--- config.mk ---
export PLATFORM = sky130hd
export DESIGN_NAME = byte_shell_sorter_zero_last
export DESIGN_NICKNAME = d
export VERILOG_FILES = /design/src/rtl/core/bss_pkg.sv /design/src/rtl/core/bss_ram.sv /design/src/rtl/core/bss_ctrl.sv /design/src/rtl/core/bss_datapath.sv /design/src/rtl/core/byte_shell_sorter_zero_last.sv
export SDC_FILE = /design/constraint.sdc
export NUM_CORES = 1
export LEC_CHECK = 0
export BUFFER_PORTS_ARGS = -buffer_cell sky130_fd_sc_hd__buf_2
export CAP_MARGIN = 20
export CORE_AREA = 8 8 194 334
export CTS_CLUSTER_DIAMETER = 30
export DETAILED_ROUTE_END_ITERATION = 8
export DIE_AREA = 0 0 202 342
export PLACE_DENSITY = 0.55
export SLEW_MARGIN = 20
export SYNTH_ARGS = -nofsm -noshare
export SYNTH_HDL_FRONTEND = slang
export SYNTH_SLANG_ARGS = --single-unit
--- constraint.sdc ---
create_clock -name aclk -period 6.3 [get_ports aclk]
set_clock_uncertainty 0.05 [all_clocks]
set_input_delay 0.315 -clock aclk [delete_from_list [all_inputs] [get_ports aclk]]
set_output_delay 0.315 -clock aclk [all_outputs]
set_load 0.005 [all_outputs]
--- src/rtl/core/bss_pkg.sv ---
`timescale 1ns / 1ps
`default_nettype none

package bss_pkg;

    localparam int MAX_ELEMS_DEF = 64;
    localparam int VALUE_W       = 8;

    // commands from the controller to the datapath
    typedef struct packed {
        logic in_write;    // request taken on the input side
        logic close;       // closing request, sample mode and restart ranks
        logic scan_start;  // clear scan pointer and best candidate
        logic scan_run;    // scan pass in progress
        logic out_load;    // load result register from the scan winner
        logic next_rank;   // result taken, winner becomes lower bound
        logic set_done;    // last result taken, empty the buffer
    } cmd_t;

    // status from the datapath to the controller
    typedef struct packed {
        logic scan_done;   // last buffered entry compared this cycle
        logic rank_last;   // current rank is the final one of the set
    } sts_t;

endpackage

`default_nettype wire

--- src/rtl/core/bss_ram.sv ---
`timescale 1ns / 1ps
`default_nettype none

module bss_ram #(
    parameter int WIDTH = 8,
    parameter int DEPTH = 64
) (
    input  wire logic                     aclk,
    input  wire logic                     wr_en,
    input  wire logic [$clog2(DEPTH)-1:0] wr_addr,
    input  wire logic [WIDTH-1:0]         wr_data,
    input  wire logic [$clog2(DEPTH)-1:0] rd_addr,
    output      logic [WIDTH-1:0]         rd_data
);

    logic [WIDTH-1:0] mem [DEPTH];

    always_ff @(posedge aclk) begin
        if (wr_en) begin
            mem[wr_addr] <= wr_data;
        end
        rd_data <= mem[rd_addr];
    end

endmodule

`default_nettype wire

--- src/rtl/core/bss_ctrl.sv ---
`timescale 1ns / 1ps
`default_nettype none

module bss_ctrl (
    input  wire logic          aclk,
    input  wire logic          aresetn,
    input  wire logic          s_tvalid,
    input  wire logic          s_tlast,
    output      logic          s_tready,
    output      logic          m_tvalid,
    input  wire logic          m_tready,
    output      bss_pkg::cmd_t cmd,
    input  wire bss_pkg::sts_t sts
);

    import bss_pkg::*;

    typedef enum logic [1:0] {
        ST_LOAD,
        ST_SCAN,
        ST_EMIT
    } state_t;

    state_t state_reg, state_next;
    logic   m_tvalid_reg, m_tvalid_next;

    assign s_tready = (state_reg == ST_LOAD);
    assign m_tvalid = m_tvalid_reg;

    always_comb begin
        state_next    = state_reg;
        m_tvalid_next = m_tvalid_reg;
        cmd           = '0;
        case (state_reg)
            ST_LOAD: begin
                cmd.in_write = s_tvalid;
                if (s_tvalid && s_tlast) begin
                    cmd.close      = 1'b1;
                    cmd.scan_start = 1'b1;
                    state_next     = ST_SCAN;
                end
            end
            ST_SCAN: begin
                cmd.scan_run = 1'b1;
                if (sts.scan_done) begin
                    cmd.out_load  = 1'b1;
                    m_tvalid_next = 1'b1;
                    state_next    = ST_EMIT;
                end
            end
            ST_EMIT: begin
                if (m_tready) begin
                    m_tvalid_next = 1'b0;
                    if (sts.rank_last) begin
                        cmd.set_done = 1'b1;
                        state_next   = ST_LOAD;
                    end else begin
                        cmd.next_rank  = 1'b1;
                        cmd.scan_start = 1'b1;
                        state_next     = ST_SCAN;
                    end
                end
            end
            default: begin
                state_next    = ST_LOAD;
                m_tvalid_next = 1'b0;
            end
        endcase
    end

    always_ff @(posedge aclk) begin
        if (!aresetn) begin
            state_reg    <= ST_LOAD;
            m_tvalid_reg <= 1'b0;
        end else begin
            state_reg    <= state_next;
            m_tvalid_reg <= m_tvalid_next;
        end
    end

endmodule

`default_nettype wire

--- src/rtl/core/bss_datapath.sv ---
`timescale 1ns / 1ps
`default_nettype none

module bss_datapath #(
    parameter int MAX_ELEMS = bss_pkg::MAX_ELEMS_DEF
) (
    input  wire logic                        aclk,
    input  wire logic                        aresetn,
    input  wire logic                        cfg_valid,
    input  wire logic                        cfg_data,
    input  wire logic [bss_pkg::VALUE_W-1:0] in_value,
    output      logic [bss_pkg::VALUE_W-1:0] out_value,
    output      logic                        out_last,
    output      logic                        out_overflow,
    input  wire bss_pkg::cmd_t               cmd,
    output      bss_pkg::sts_t               sts
);

    import bss_pkg::*;

    localparam int IW = $clog2(MAX_ELEMS);
    localparam int CW = $clog2(MAX_ELEMS + 1);
    // sort word: zero flag, value, buffer index (index breaks ties)
    localparam int KW = 1 + VALUE_W + IW;

    logic          zero_is_max_reg;
    logic          mode_reg;
    logic [CW-1:0] count_reg;
    logic          ovf_reg;
    logic [CW-1:0] rd_ptr_reg;
    logic          pipe_vld_reg;
    logic [IW-1:0] pipe_idx_reg;
    logic [KW-1:0] best_reg, best_next;
    logic          best_vld_reg;
    logic [KW-1:0] prev_reg;
    logic          have_prev_reg;
    logic [IW-1:0] rank_reg;

    logic [VALUE_W-1:0] rd_data;
    logic               wr_en;
    logic               issue;
    logic [CW-1:0]      count_m1;
    logic [KW-1:0]      cur_key;
    logic               take;

    assign wr_en    = cmd.in_write && (count_reg < CW'(MAX_ELEMS));
    assign issue    = cmd.scan_run && (rd_ptr_reg < count_reg);
    assign count_m1 = count_reg - CW'(1);

    bss_ram #(
        .WIDTH (VALUE_W),
        .DEPTH (MAX_ELEMS)
    ) u_buf (
        .aclk    (aclk),
        .wr_en   (wr_en),
        .wr_addr (count_reg[IW-1:0]),
        .wr_data (in_value),
        .rd_addr (rd_ptr_reg[IW-1:0]),
        .rd_data (rd_data)
    );

    // entry must lie above the last emitted one and below the current best
    assign cur_key = {mode_reg && (rd_data == '0), rd_data, pipe_idx_reg};
    assign take    = pipe_vld_reg && (!have_prev_reg || (cur_key > prev_reg))
                     && (!best_vld_reg || (cur_key < best_reg));
    assign best_next = take ? cur_key : best_reg;

    assign sts.scan_done = pipe_vld_reg && (CW'(pipe_idx_reg) == count_m1);
    assign sts.rank_last = (CW'(rank_reg) == count_m1);

    always_ff @(posedge aclk) begin
        if (!aresetn) begin
            zero_is_max_reg <= 1'b0;
            count_reg       <= '0;
            ovf_reg         <= 1'b0;
            pipe_vld_reg    <= 1'b0;
            best_vld_reg    <= 1'b0;
            have_prev_reg   <= 1'b0;
            rd_ptr_reg      <= '0;
            rank_reg        <= '0;
        end else begin
            if (cfg_valid) begin
                zero_is_max_reg <= cfg_data;
            end
            if (cmd.in_write) begin
                if (wr_en) begin
                    count_reg <= count_reg + CW'(1);
                end else begin
                    ovf_reg <= 1'b1;
                end
            end
            if (cmd.set_done) begin
                count_reg <= '0;
                ovf_reg   <= 1'b0;
            end
            pipe_vld_reg <= issue;
            if (cmd.scan_start) begin
                rd_ptr_reg   <= '0;
                best_vld_reg <= 1'b0;
            end else begin
                if (issue) begin
                    rd_ptr_reg <= rd_ptr_reg + CW'(1);
                end
                if (take) begin
                    best_vld_reg <= 1'b1;
                end
            end
            if (cmd.close) begin
                have_prev_reg <= 1'b0;
                rank_reg      <= '0;
            end else if (cmd.next_rank) begin
                have_prev_reg <= 1'b1;
                rank_reg      <= rank_reg + IW'(1);
            end
        end
    end

    always_ff @(posedge aclk) begin
        if (cmd.close) begin
            mode_reg <= zero_is_max_reg;
        end
        pipe_idx_reg <= rd_ptr_reg[IW-1:0];
        best_reg     <= best_next;
        if (cmd.next_rank) begin
            prev_reg <= best_reg;
        end
        if (cmd.out_load) begin
            out_value    <= best_next[IW +: VALUE_W];
            out_last     <= sts.rank_last;
            out_overflow <= ovf_reg;
        end
    end

`ifndef SYNTHESIS
    a_count_bound: assert property (@(posedge aclk) disable iff (!aresetn)
        count_reg <= CW'(MAX_ELEMS))
        else $error("buffer fill count above capacity");

    a_winner_found: assert property (@(posedge aclk) disable iff (!aresetn)
        cmd.out_load |-> (best_vld_reg || take))
        else $error("scan ended without a candidate");

    a_pipe_in_set: assert property (@(posedge aclk) disable iff (!aresetn)
        pipe_vld_reg |-> (CW'(pipe_idx_reg) < count_reg))
        else $error("scan read beyond the buffered set");
`endif

endmodule

`default_nettype wire

--- src/rtl/core/byte_shell_sorter_zero_last.sv ---
// throughput: one input request per cycle while loading a set
// sorting: each result costs one full scan of the buffer on its single ram
//   read port, plus the output handshake
// reset: aresetn synchronous active low; clears fill count, overflow, mode
//   and handshake state; buffer contents are left as they are
`timescale 1ns / 1ps
`default_nettype none

module byte_shell_sorter_zero_last #(
    parameter int MAX_ELEMS = bss_pkg::MAX_ELEMS_DEF
) (
    input  wire logic       aclk,
    input  wire logic       aresetn,
    // input stream
    input  wire logic       s_tvalid,
    output      logic       s_tready,
    input  wire logic [7:0] s_tdata,   // [7:0] elem_value
    input  wire logic       s_tlast,   // elem_last
    // result stream
    output      logic       m_tvalid,
    input  wire logic       m_tready,
    output      logic [7:0] m_tdata,   // [7:0] sorted_value
    output      logic       m_tlast,   // sorted_last
    output      logic [0:0] m_tuser,   // [0] overflow
    // mode register write (zero_is_max)
    input  wire logic       cfg_valid,
    output      logic       cfg_ready,
    input  wire logic       cfg_data
);

    import bss_pkg::*;

    cmd_t cmd;
    sts_t sts;

    // mode register is always writable
    assign cfg_ready = 1'b1;

    // controller: load, scan for next rank, present result
    bss_ctrl u_ctrl (
        .aclk     (aclk),
        .aresetn  (aresetn),
        .s_tvalid (s_tvalid),
        .s_tlast  (s_tlast),
        .s_tready (s_tready),
        .m_tvalid (m_tvalid),
        .m_tready (m_tready),
        .cmd      (cmd),
        .sts      (sts)
    );

    // datapath: element buffer, scan compare, result register
    bss_datapath #(
        .MAX_ELEMS (MAX_ELEMS)
    ) u_dp (
        .aclk         (aclk),
        .aresetn      (aresetn),
        .cfg_valid    (cfg_valid),
        .cfg_data     (cfg_data),
        .in_value     (s_tdata),
        .out_value    (m_tdata),
        .out_last     (m_tlast),
        .out_overflow (m_tuser[0]),
        .cmd          (cmd),
        .sts          (sts)
    );

endmodule

`default_nettype wire
* Word-level counts from Yosys, hierarchy flattened *
Memory sizes are Yosys's and may differ from the RTL's. A register that Yosys moved wholly into a read port is not among the register bits.
Cells that the tools add are included.
W data, S select, Z words.

word-level totals
  register bits = 75
  latch bits = 0
  memory bits (writable) = 512
  memory bits (read-only) = 0
  input bits = 15
  output and inout port bits = 13
  logic and storage cells = 78
  memories kept = 1

memory list
  name            words  bits a word  read ports  clocked after memory_dff  write ports  RTL line       source
  u_dp.u_buf.mem  64     8            1           1                         1            bss_ram.sv:16  logic [WIDTH-1:0] mem [DEPTH];

operators by class
  $add $sub $neg = 4
  multiply operators = 0
  div/mod/pow operators = 0
  magnitude comparators = 4
  equality and inequality tests = 7
  shift operators = 0
  multiplexer cells = 21
  bitwise operators = 3
  reduce and logical (&&, ||, !) cells = 20

operators with widths
  operator               number
  $mux W2                8
  $gt A15 B15 Y1         1
  $lt A15 B15 Y1         1
  $add A7 B1 Y7 const B  2
  $eq A6 B7 Y1           2
  $mux W14               1
  $mux W1                9
  $logic_not A8 Y1       1
  $logic_and A1 B1 Y1    7
  $lt A7 B7 Y1           1
  $lt A7 B7 Y1 const B   1
  $sub A7 B1 Y7 const B  1
  $add A6 B1 Y6 const B  1
  $pmux W2 S3            1
  $reduce_and A3 Y1      2
  $reduce_or A2 Y1       3
  $ne A2 B2 Y1 const B   2
  $reduce_and A2 Y1      2
  $not A1 Y1             3
  $pmux W1 S3            1
  $eq A2 B1 Y1 const B   1
  $eq A2 B2 Y1 const B   1
  $logic_not A1 Y1       2
  $logic_not A2 Y1       1
  3 further kinds        4

* Depth between registers and ports, before layout *
Gate-level depths: netlist of the first run.

  depth in word-level cells = 7
  depth in mapped cells = 11
  mapped depth without buffers = 10

* Modules after synthesis *
From an unflattened synthesis of the first run, not the netlist that was laid out.

unflattened totals
  cells, all modules = 1280
  area, all modules = 23860.4 µm²

modules (own cells, without submodules)
  module                       times used  cells each  area an instance (µm²)  sequential area each (µm²)
  bss_ram                      1           940         20166.8                 15534.9
  bss_datapath                 1           319         3493.4                  1771.7
  bss_ctrl                     1           19          188.9                   60.1
  byte_shell_sorter_zero_last  1           2           11.3                    0.0

* Worst setup path after synthesis of the first run *
OpenSTA, ideal clock, no wires.

  path type = register -> register
  start = register u_dp.u_buf.rd_data[3], read port of u_dp.u_buf.mem
  end = register u_dp.out_value[0] (netlist name), data pin
  data arrival time = 2675 ps
  required time = 5988 ps
  slack = 3313 ps
  stages on the path, launching flop included = 11
  path buffers = 0
  period minus slack after synthesis = 2987 ps
  path through = dfxtp_1 nor4_1 nand3b_1 nor4_1 ha_1 nand4_1 or4_1 nand3_1 o311ai_0 nand3_1 mux2_2

on the way
  word-level cells in the longest chain between the ends = 7

ends and longest elaborated chain
  what                     RTL line             source
  start, declared          bss_ram.sv:13        output logic [WIDTH-1:0] rd_data
  $logic_not A8 Y1 (*)     bss_datapath.sv:63   assign cur_key = {mode_reg && (rd_data == '0), rd_data, pipe_idx_reg};
  $logic_and A1 B1 Y1 (*)  bss_datapath.sv:63
  net u_dp.cur_key[14]     bss_datapath.sv:43   logic [KW-1:0] cur_key;
  $gt A15 B15 Y1           bss_datapath.sv:64   assign take = pipe_vld_reg && (!have_prev_reg || (cur_key > prev_reg))
  $logic_or A1 B1 Y1       bss_datapath.sv:64
  $logic_and A1 B1 Y1      bss_datapath.sv:64
  $logic_and A1 B1 Y1 (*)  bss_datapath.sv:65   && (!best_vld_reg || (cur_key < best_reg));
  $mux W14 (*)             bss_datapath.sv:66   assign best_next = take ? cur_key : best_reg;
  net u_dp.best_next[6]    bss_datapath.sv:33   logic [KW-1:0] best_reg, best_next;
  end signal, assigned     bss_datapath.sv:128  out_value <= best_next[IW +: VALUE_W];
  end, declared            bss_datapath.sv:12   output logic [bss_pkg::VALUE_W-1:0] out_value,

The timed path passes the listed nets; every way through them passes the cells marked *.
A chain may end at the register's enable or synchronous reset.

* Worst setup path after layout of the first run *
  start = register u_dp.u_buf.rd_data[3], read port of u_dp.u_buf.mem
  end = register u_dp.best_reg[4] (enable)

on the way
  word-level cells in the longest chain between the ends = 6

ends and longest elaborated chain
  what                     RTL line             source
  $logic_not A8 Y1 (*)     bss_datapath.sv:63
  $logic_and A1 B1 Y1 (*)  bss_datapath.sv:63
  net u_dp.cur_key[14]     bss_datapath.sv:43
  $gt A15 B15 Y1           bss_datapath.sv:64
  $logic_or A1 B1 Y1       bss_datapath.sv:64
  $logic_and A1 B1 Y1      bss_datapath.sv:64
  $logic_and A1 B1 Y1 (*)  bss_datapath.sv:65
  net u_dp.take            bss_datapath.sv:44   logic take;
  end signal, assigned     bss_datapath.sv:123  best_reg <= best_next;
  end, declared            bss_datapath.sv:33

Marks and branches as above.

==> flow_metrics.env, run 1 <==
export IMPL_die_y_um=342
export IMPL_dieArea_um2=69100
export IMPL_cp_startpoint="u_dp.u_buf.rd_data[3]$_DFF_P_"
export IMPL_yosys_register_bits=595
export IMPL_drive_gt1_frac=0.262
export IMPL_min_period_over_period=0.564
export IMPL_wirelength_um=54700
export IMPL_drt_first_pass_iters=5
export IMPL_yosys_area_top_type="edfxtp_1"
export IMPL_slew_headroom=0.339
export IMPL_maxCapViolCount=0
export IMPL_cts_max_level=3
export IMPL_arrival_ns=3.77
export IMPL_place_hpwl_um=35800
export IMPL_status="finished clean"
export IMPL_worst_pin_slew_ns=0.988
export IMPL_gp_congestion=0.803
export IMPL_start_util=0.396
export IMPL_cts_max_path_buffers=3
export IMPL_die_x_um=202
export IMPL_synth_top_area_frac=0.690
export IMPL_rows=119
export IMPL_via_per_inst=5.34
export IMPL_crit_fanout=9
export IMPL_cts_resized=0
export IMPL_most_common_layout_cells="edfxtp_1, mux4_2, nor2_1"
export IMPL_maxSlewViolCount=0
export IMPL_power_density_nw_per_um2=348
export IMPL_drtIter0Drc=801
export IMPL_root_buffer="clkbuf_16"
export IMPL_hold_viol_final=0
export IMPL_antenna_found_initial=1
export IMPL_cp_start_kind="flip-flop"
export IMPL_ys_types=57
export IMPL_ant_nets=0
export IMPL_worstPathRequired_ns=6.51
export IMPL_hold_ws_ns=0.100
export IMPL_synth_area_leaders="edfxtp_1, mux4_2, dfxtp_1"
export IMPL_cts_tree="done"
export IMPL_finalNetCount=1338
export IMPL_ios=28
export IMPL_min_from="s_tlast"
export IMPL_post_drt_wl_per_cell_um=25.6
export IMPL_leakage_nw=8.72
export IMPL_rsz0062_at_grt="false"
export IMPL_synthToLayoutAreaGrowth_pct=16.0
export IMPL_drcViolationCount=0
export IMPL_endpoint_kind="flip-flop"
export IMPL_layout_commonest_cell="edfxtp_1"
export IMPL_synthesis_nets=1267
export IMPL_ys_warn_count=0
export IMPL_cts_clk_slew_worst_paths_ns=0.06
export IMPL_overflow=0
export IMPL_async_flop_share=0
export IMPL_io_buffer_count=26
export IMPL_dominantRegCellSynth="edfxtp_1"
export IMPL_grt_total_usage=0.161
export IMPL_yosysSeqAreaShare=0.732
export IMPL_synth_edf_count=545
export IMPL_timing_final_crit_period_ns=3.55
export IMPL_coreArea_um2=60000
export IMPL_max_freq_ghz=0.281
export IMPL_cts_inserted_buffers=78
export IMPL_critical_path_class="flip-flop to flip-flop"
export IMPL_synth_area_um2=23700
export IMPL_clock_sinks=595
export IMPL_insertion_delay_ns=0.61
export IMPL_diodes=0
export IMPL_grt_max_degree=90
export IMPL_setup_tns_final_ns=0
export IMPL_setup_violations=0
export IMPL_ir_worst_vdd_v=0.000230
export IMPL_syn_area_per_cell_um2=19.6
export IMPL_hold_path_class="input port to flip-flop"
export IMPL_largest_register_ffs=512
export IMPL_final_util=0.459
export IMPL_via_count=11400
export IMPL_first_global_vias=12400
export IMPL_r2r_start="u_dp.u_buf.rd_data[3]$_DFF_P_"
export IMPL_syn_inst=1213
export IMPL_grt_pass1_wl_um=82000
-- routing by layer --
layer  vias up  part of all wire  track usage
met1      5925              0.34        0.165
li1       5080                 -            -
met4         0             0.048       0.0844
met5         -                 0            0
met3       102             0.042       0.0260
met2       300              0.57        0.307
-- stage by stage --
stage               setup slack (ns)  cells  area, um2  total power, mW
global route                    2.49   2135      27500             9.90
finish                          2.75   2135      27500             9.59
CTS                             2.73   2135      27500             9.70
global placement                2.72   1985      24700             5.09
detailed placement              2.70   1985      24700             5.10
floorplan                       3.31   1213      23700             4.87
-- worst max-delay path, stage by stage (launching register included) --
cell and delay, ns:
dfxtp_1 0.34, nor4_1 0.32, nand3b_1 0.11, nor4_1 0.41, ha_1 0.35, nand4_1 0.12
or4_1 0.13, nand2_1 0.05, o311ai_0 0.43, nand3_1 0.46, inv_1 0.43
-- where the power goes --
part           total (mW)  internal [mW]  switching [mW]
sequential           4.44           4.38          0.0595
combinational       0.566          0.254           0.312
clock                4.59           2.76            1.83
-- synthesized netlist by cell type, types with 8 or more instances --
master    number
clkbuf_1      26
nand3_1       23
buf_1          8
nand2_1       27
mux2_2        12
mux2i_1       12
buf_2         15
nor2_1        91
o21ai_0        9
nor2b_1        8
edfxtp_1     545
inv_1         40
o21ai_1        8
xnor2_1       17
mux4_2       157
dfxtp_1       50
ha_1          39
nand4_1        8
a211oi_1      11
a21oi_1       27
-- cells by family after synthesis --
family                   Yosys count  synth area share
buffers and inverters             97            0.0172
AO/OA/AOI/OAI                     79            0.0209
flip-flops                       595             0.732
other                              1          0.000158
AND/OR/NAND/NOR                  197            0.0397
adder cells (fa/ha/maj)           39            0.0206
XOR/XNOR                          24            0.0100
multiplexers                     181             0.160
-- worst paths after layout --
path | endpoint | slack, ns | cells past startpoint
setup / recovery | u_dp.best_reg[4]$_DFFE_PP_ | 2.75 | 10
hold reg to reg | u_dp.out_overflow$_DFFE_PP_ | 0.39 | 0
hold / removal | u_dp.mode_reg$_DFFE_PP_ | 0.10 | 3
setup reg to reg | u_dp.best_reg[4]$_DFFE_PP_ | 2.75 | 10
-- cell type report --
| cell class | instances | area, um2 |
|---|---|---|
| clock buffer | 86 | 2040 |
| clock inverter | 59 | 697 |
| tap | 786 | 983 |
| fill | 5035 | 32500 |
| sequential | 595 | 17400 |
| multi-input combinational | 521 | 5960 |
| inverter | 42 | 158 |
| timing repair buffer | 46 | 325 |
-- timing repair --
item                      4_1_cts  5_1_grt
hold buffers                    5        0
buffers inserted                0        0
hold endpoints to repair        4        0
(Power assumes the default switching activity.)
==> run 2, diff against run 1 <==
Settings changed: ABC_AREA from default to 1, CORE_AREA 8 8 194 334 to 8 8 196 337, DIE_AREA 0 0 202 342 to 0 0 204 345.
Clock period 6.3 ns to 3.7 ns, I/O delays scaled along.
==> run 2 against run 1 <==
Compared with the run above: sequential share of layout area shrank 2.5 points; critical endpoint is now u_dp.best_reg[3]$_DFFE_PP_; utilization rose by 0.94 points; critical path type unchanged; clock power rose by 73%; global-route usage increased by 3.0 points; power increased by 70%.
==> flow_metrics.env, run 2 <==
export IMPL_status="finished clean"
export IMPL_synth_simple_area_share=0.121
export IMPL_synth_edf_count=545
export IMPL_drtIter0Drc=1206
export IMPL_die_y_um=345
export IMPL_start_util=0.396
export IMPL_max_freq_ghz=0.302
export IMPL_rows=120
export IMPL_synth_area_um2=24300
export IMPL_via_per_inst=5.48
export IMPL_synthToLayoutAreaGrowth_pct=18.1
export IMPL_async_flop_share=0
export IMPL_regArea_um2=17400
export IMPL_dominantRegCellSynth="edfxtp_1"
export IMPL_io_buffer_count=26
export IMPL_gp_congestion=0.874
export IMPL_grt_max_degree=100
export IMPL_p_seq_frac=0.462
export IMPL_final_util=0.468
export IMPL_wirelength_um=68000
export IMPL_post_cts_setup_buffers=0
export IMPL_clock_power_share=0.489
export IMPL_timing_final_crit_period_ns=3.31
export IMPL_switching_share=0.241
export IMPL_crit_fanout=10
export IMPL_largest_register_ffs=512
export IMPL_ir_worst_vdd_v=0.000461
export IMPL_cts_inserted_buffers=81
export IMPL_synth_top_area_frac=0.674
export IMPL_reg2reg_depth=12
export IMPL_maxCapViolCount=0
export IMPL_switchingPower_mw=3.93
export IMPL_ys_warn_count=0
export IMPL_die_x_um=204
export IMPL_arrival_ns=3.55
export IMPL_worst_pin_slew_ns=1.05
export IMPL_power_density_nw_per_um2=567
export IMPL_drive_gt1_frac=0.137
export IMPL_diodes=0
export IMPL_setup_violations=0
export IMPL_synthesis_nets=2056
export IMPL_place_hpwl_um=43500
export IMPL_synth_compound_area_share=0.108
export IMPL_hold_viol_final=0
export IMPL_synth_top_family_by_area="simple AND/OR/NAND/NOR gates"
export IMPL_endpoint_kind="flip-flop"
export IMPL_layout_commonest_cell="edfxtp_1"
export IMPL_crit_path_max_incr_delay_ns=0.58
export IMPL_clock_sinks=595
export IMPL_p_int_mw=12.3
export IMPL_multi_input_area_um2=6170
export IMPL_yosys_area_top_type="edfxtp_1"
export IMPL_via_count=16300
export IMPL_synthTopCellsByCount="edfxtp_1, nor2_1, o21ai_0"
export IMPL_first_global_vias=16500
export IMPL_combPwrFrac=0.049
export IMPL_crit_family="simple AND/OR/NAND/NOR gates"
export IMPL_min_period_over_period=0.895
export IMPL_holdPathStages=1
export IMPL_leakage_nw=9.93
export IMPL_worst_path_stages=12
export IMPL_hold_path_class="input port to flip-flop"
export IMPL_syn_area_per_cell_um2=12.1
export IMPL_dieArea_um2=70400
export IMPL_crit_slowest_cell="or4_1"
export IMPL_root_buffer="clkbuf_16"
export IMPL_rsz0062_at_grt="false"
export IMPL_most_common_layout_cells="edfxtp_1, nor2_1, o21ai_0"
export IMPL_finalNetCount=2160
export IMPL_grt_total_usage=0.191
export IMPL_ys_types=39
export IMPL_cts_max_path_buffers=3
export IMPL_synth_area_mux_share=0
export IMPL_overflow=0
export IMPL_maxSlewViolCount=0
export IMPL_coreArea_um2=61300
export IMPL_synth_area_leaders="edfxtp_1, nor2_1, o21ai_0"
export IMPL_synth_xor_area_share=0.00469
export IMPL_antenna_found_initial=0
export IMPL_yosysSeqAreaShare=0.715
export IMPL_ant_nets=0
export IMPL_worstPathRequired_ns=3.94
export IMPL_cp_start_kind="flip-flop"
export IMPL_drcViolationCount=0
export IMPL_post_drt_wl_per_cell_um=22.9
export IMPL_crit_chain="or4_1 -> nor4_2 -> ha_1 -> nand2_1 -> inv_1 -> nand3_1 -> or2_2 -> o21ai_0 -> nand2_1 -> nand2_2 -> nand3_2 -> inv_1"
export IMPL_insertion_delay_ns=0.64
export IMPL_setup_tns_final_ns=0
export IMPL_path_buf_inv=2
export IMPL_syn_inst=2002
export IMPL_cts_tree="done"
export IMPL_drt_first_pass_iters=5
export IMPL_cts_max_level=3
export IMPL_slew_headroom=0.298
export IMPL_yosysMostFrequentCell="edfxtp_1"
export IMPL_nFillCells=5464
export IMPL_grt_pass1_wl_um=103000
export IMPL_critical_path_class="flip-flop to flip-flop"
export IMPL_ios=28
export IMPL_cts_clk_slew_worst_paths_ns=0.06
export IMPL_yosys_register_bits=595
export IMPL_yosys_area_share_adder=0.0201
## run 2: layer usage
metal  up-vias  share of wire  GRT usage
met5         -              0          0
met4         0          0.045     0.0906
met3       133          0.049     0.0278
met2       471           0.53      0.347
met1      8151           0.38      0.216
li1       7504              -          -
## run 2: worst reg2reg max path: cells and delay by family (launching register included)
kind	cells	cell delay, ns
AO/OA/AOI/OAI	1	0.16
adder cells (fa/ha/maj)	1	0.23
buffers and inverters	2	0.39
flip-flops	1	0.34
AND/OR/NAND/NOR	8	1.81
## run 2: cells by family (layout without fill, tap and decap cells)
logic type / after synthesis / after routing
buffers and inverters: 188 / 360
other: 1 / 1
flip-flops: 595 / 595
adder cells (fa/ha/maj): 39 / 39
AND/OR/NAND/NOR: 704 / 704
AO/OA/AOI/OAI: 462 / 462
XOR/XNOR: 13 / 13
## run 2: layout make-up
| cell class | instances | share of cell area |
|---|---|---|
| Clock inverter | 65 | 0.0263 |
| Multi-Input combinational cell | 1219 | 0.215 |
| Inverter | 80 | 0.0106 |
| Sequential cell | 595 | 0.606 |
| Clock buffer | 86 | 0.0720 |
| Tap cell | 793 | 0.0346 |
| Timing Repair Buffer | 129 | 0.0359 |
## run 2: power by group through the flow
| stage | Sequential, mW | Clock [mW] | Combinational (mW) |
|---|---|---|---|
| 2_1_floorplan | 7.61 | 0 | 0.460 |
| 3_3_place_gp | 7.64 | 0 | 0.779 |
| 3_5_place_dp | 7.64 | 0 | 0.794 |
| 4_1_cts | 7.50 | 8.08 | 0.802 |
| 5_1_grt | 7.51 | 8.33 | 0.897 |
| 6_report | 7.50 | 7.95 | 0.798 |
## run 2: path summary, 6_finish.rpt
kind | startpoint | to | slack (ns)
worst max register to register | u_dp.u_buf.rd_data[2]$_DFF_P_ | u_dp.best_reg[3]$_DFFE_PP_ | 0.39
worst min register to register | u_dp.rd_ptr_reg[4]$_SDFFE_PP0P_ | u_dp.pipe_idx_reg[4]$_DFF_P_ | 0.37
worst max-delay path | u_dp.u_buf.rd_data[2]$_DFF_P_ | u_dp.best_reg[3]$_DFFE_PP_ | 0.39
worst min-delay path | s_tdata[7] | u_dp.u_buf.mem[35][7]$_DFFE_PP_ | 0.06
## run 2: through the flow
step                power (mW)  area [um2]  hold WS, ns  cells  worst slack, ns
finish                    16.3       28700       0.0580   2967            0.389
detailed placement        8.44       25700        0.334   2805            0.204
floorplan                 8.07       24300        0.228   2002            0.814
CTS                       16.4       28600       0.0681   2965            0.200
global route              16.7       28700       0.0684   2967            0.148
global placement          8.42       25700        0.328   2805            0.254
## run 2: timing repair
action	in CTS	in global routing
endpoints found under the setup margin	0	7
gates resized for setup	0	1
hold buffers	9	1
endpoints found under the hold margin	44	16
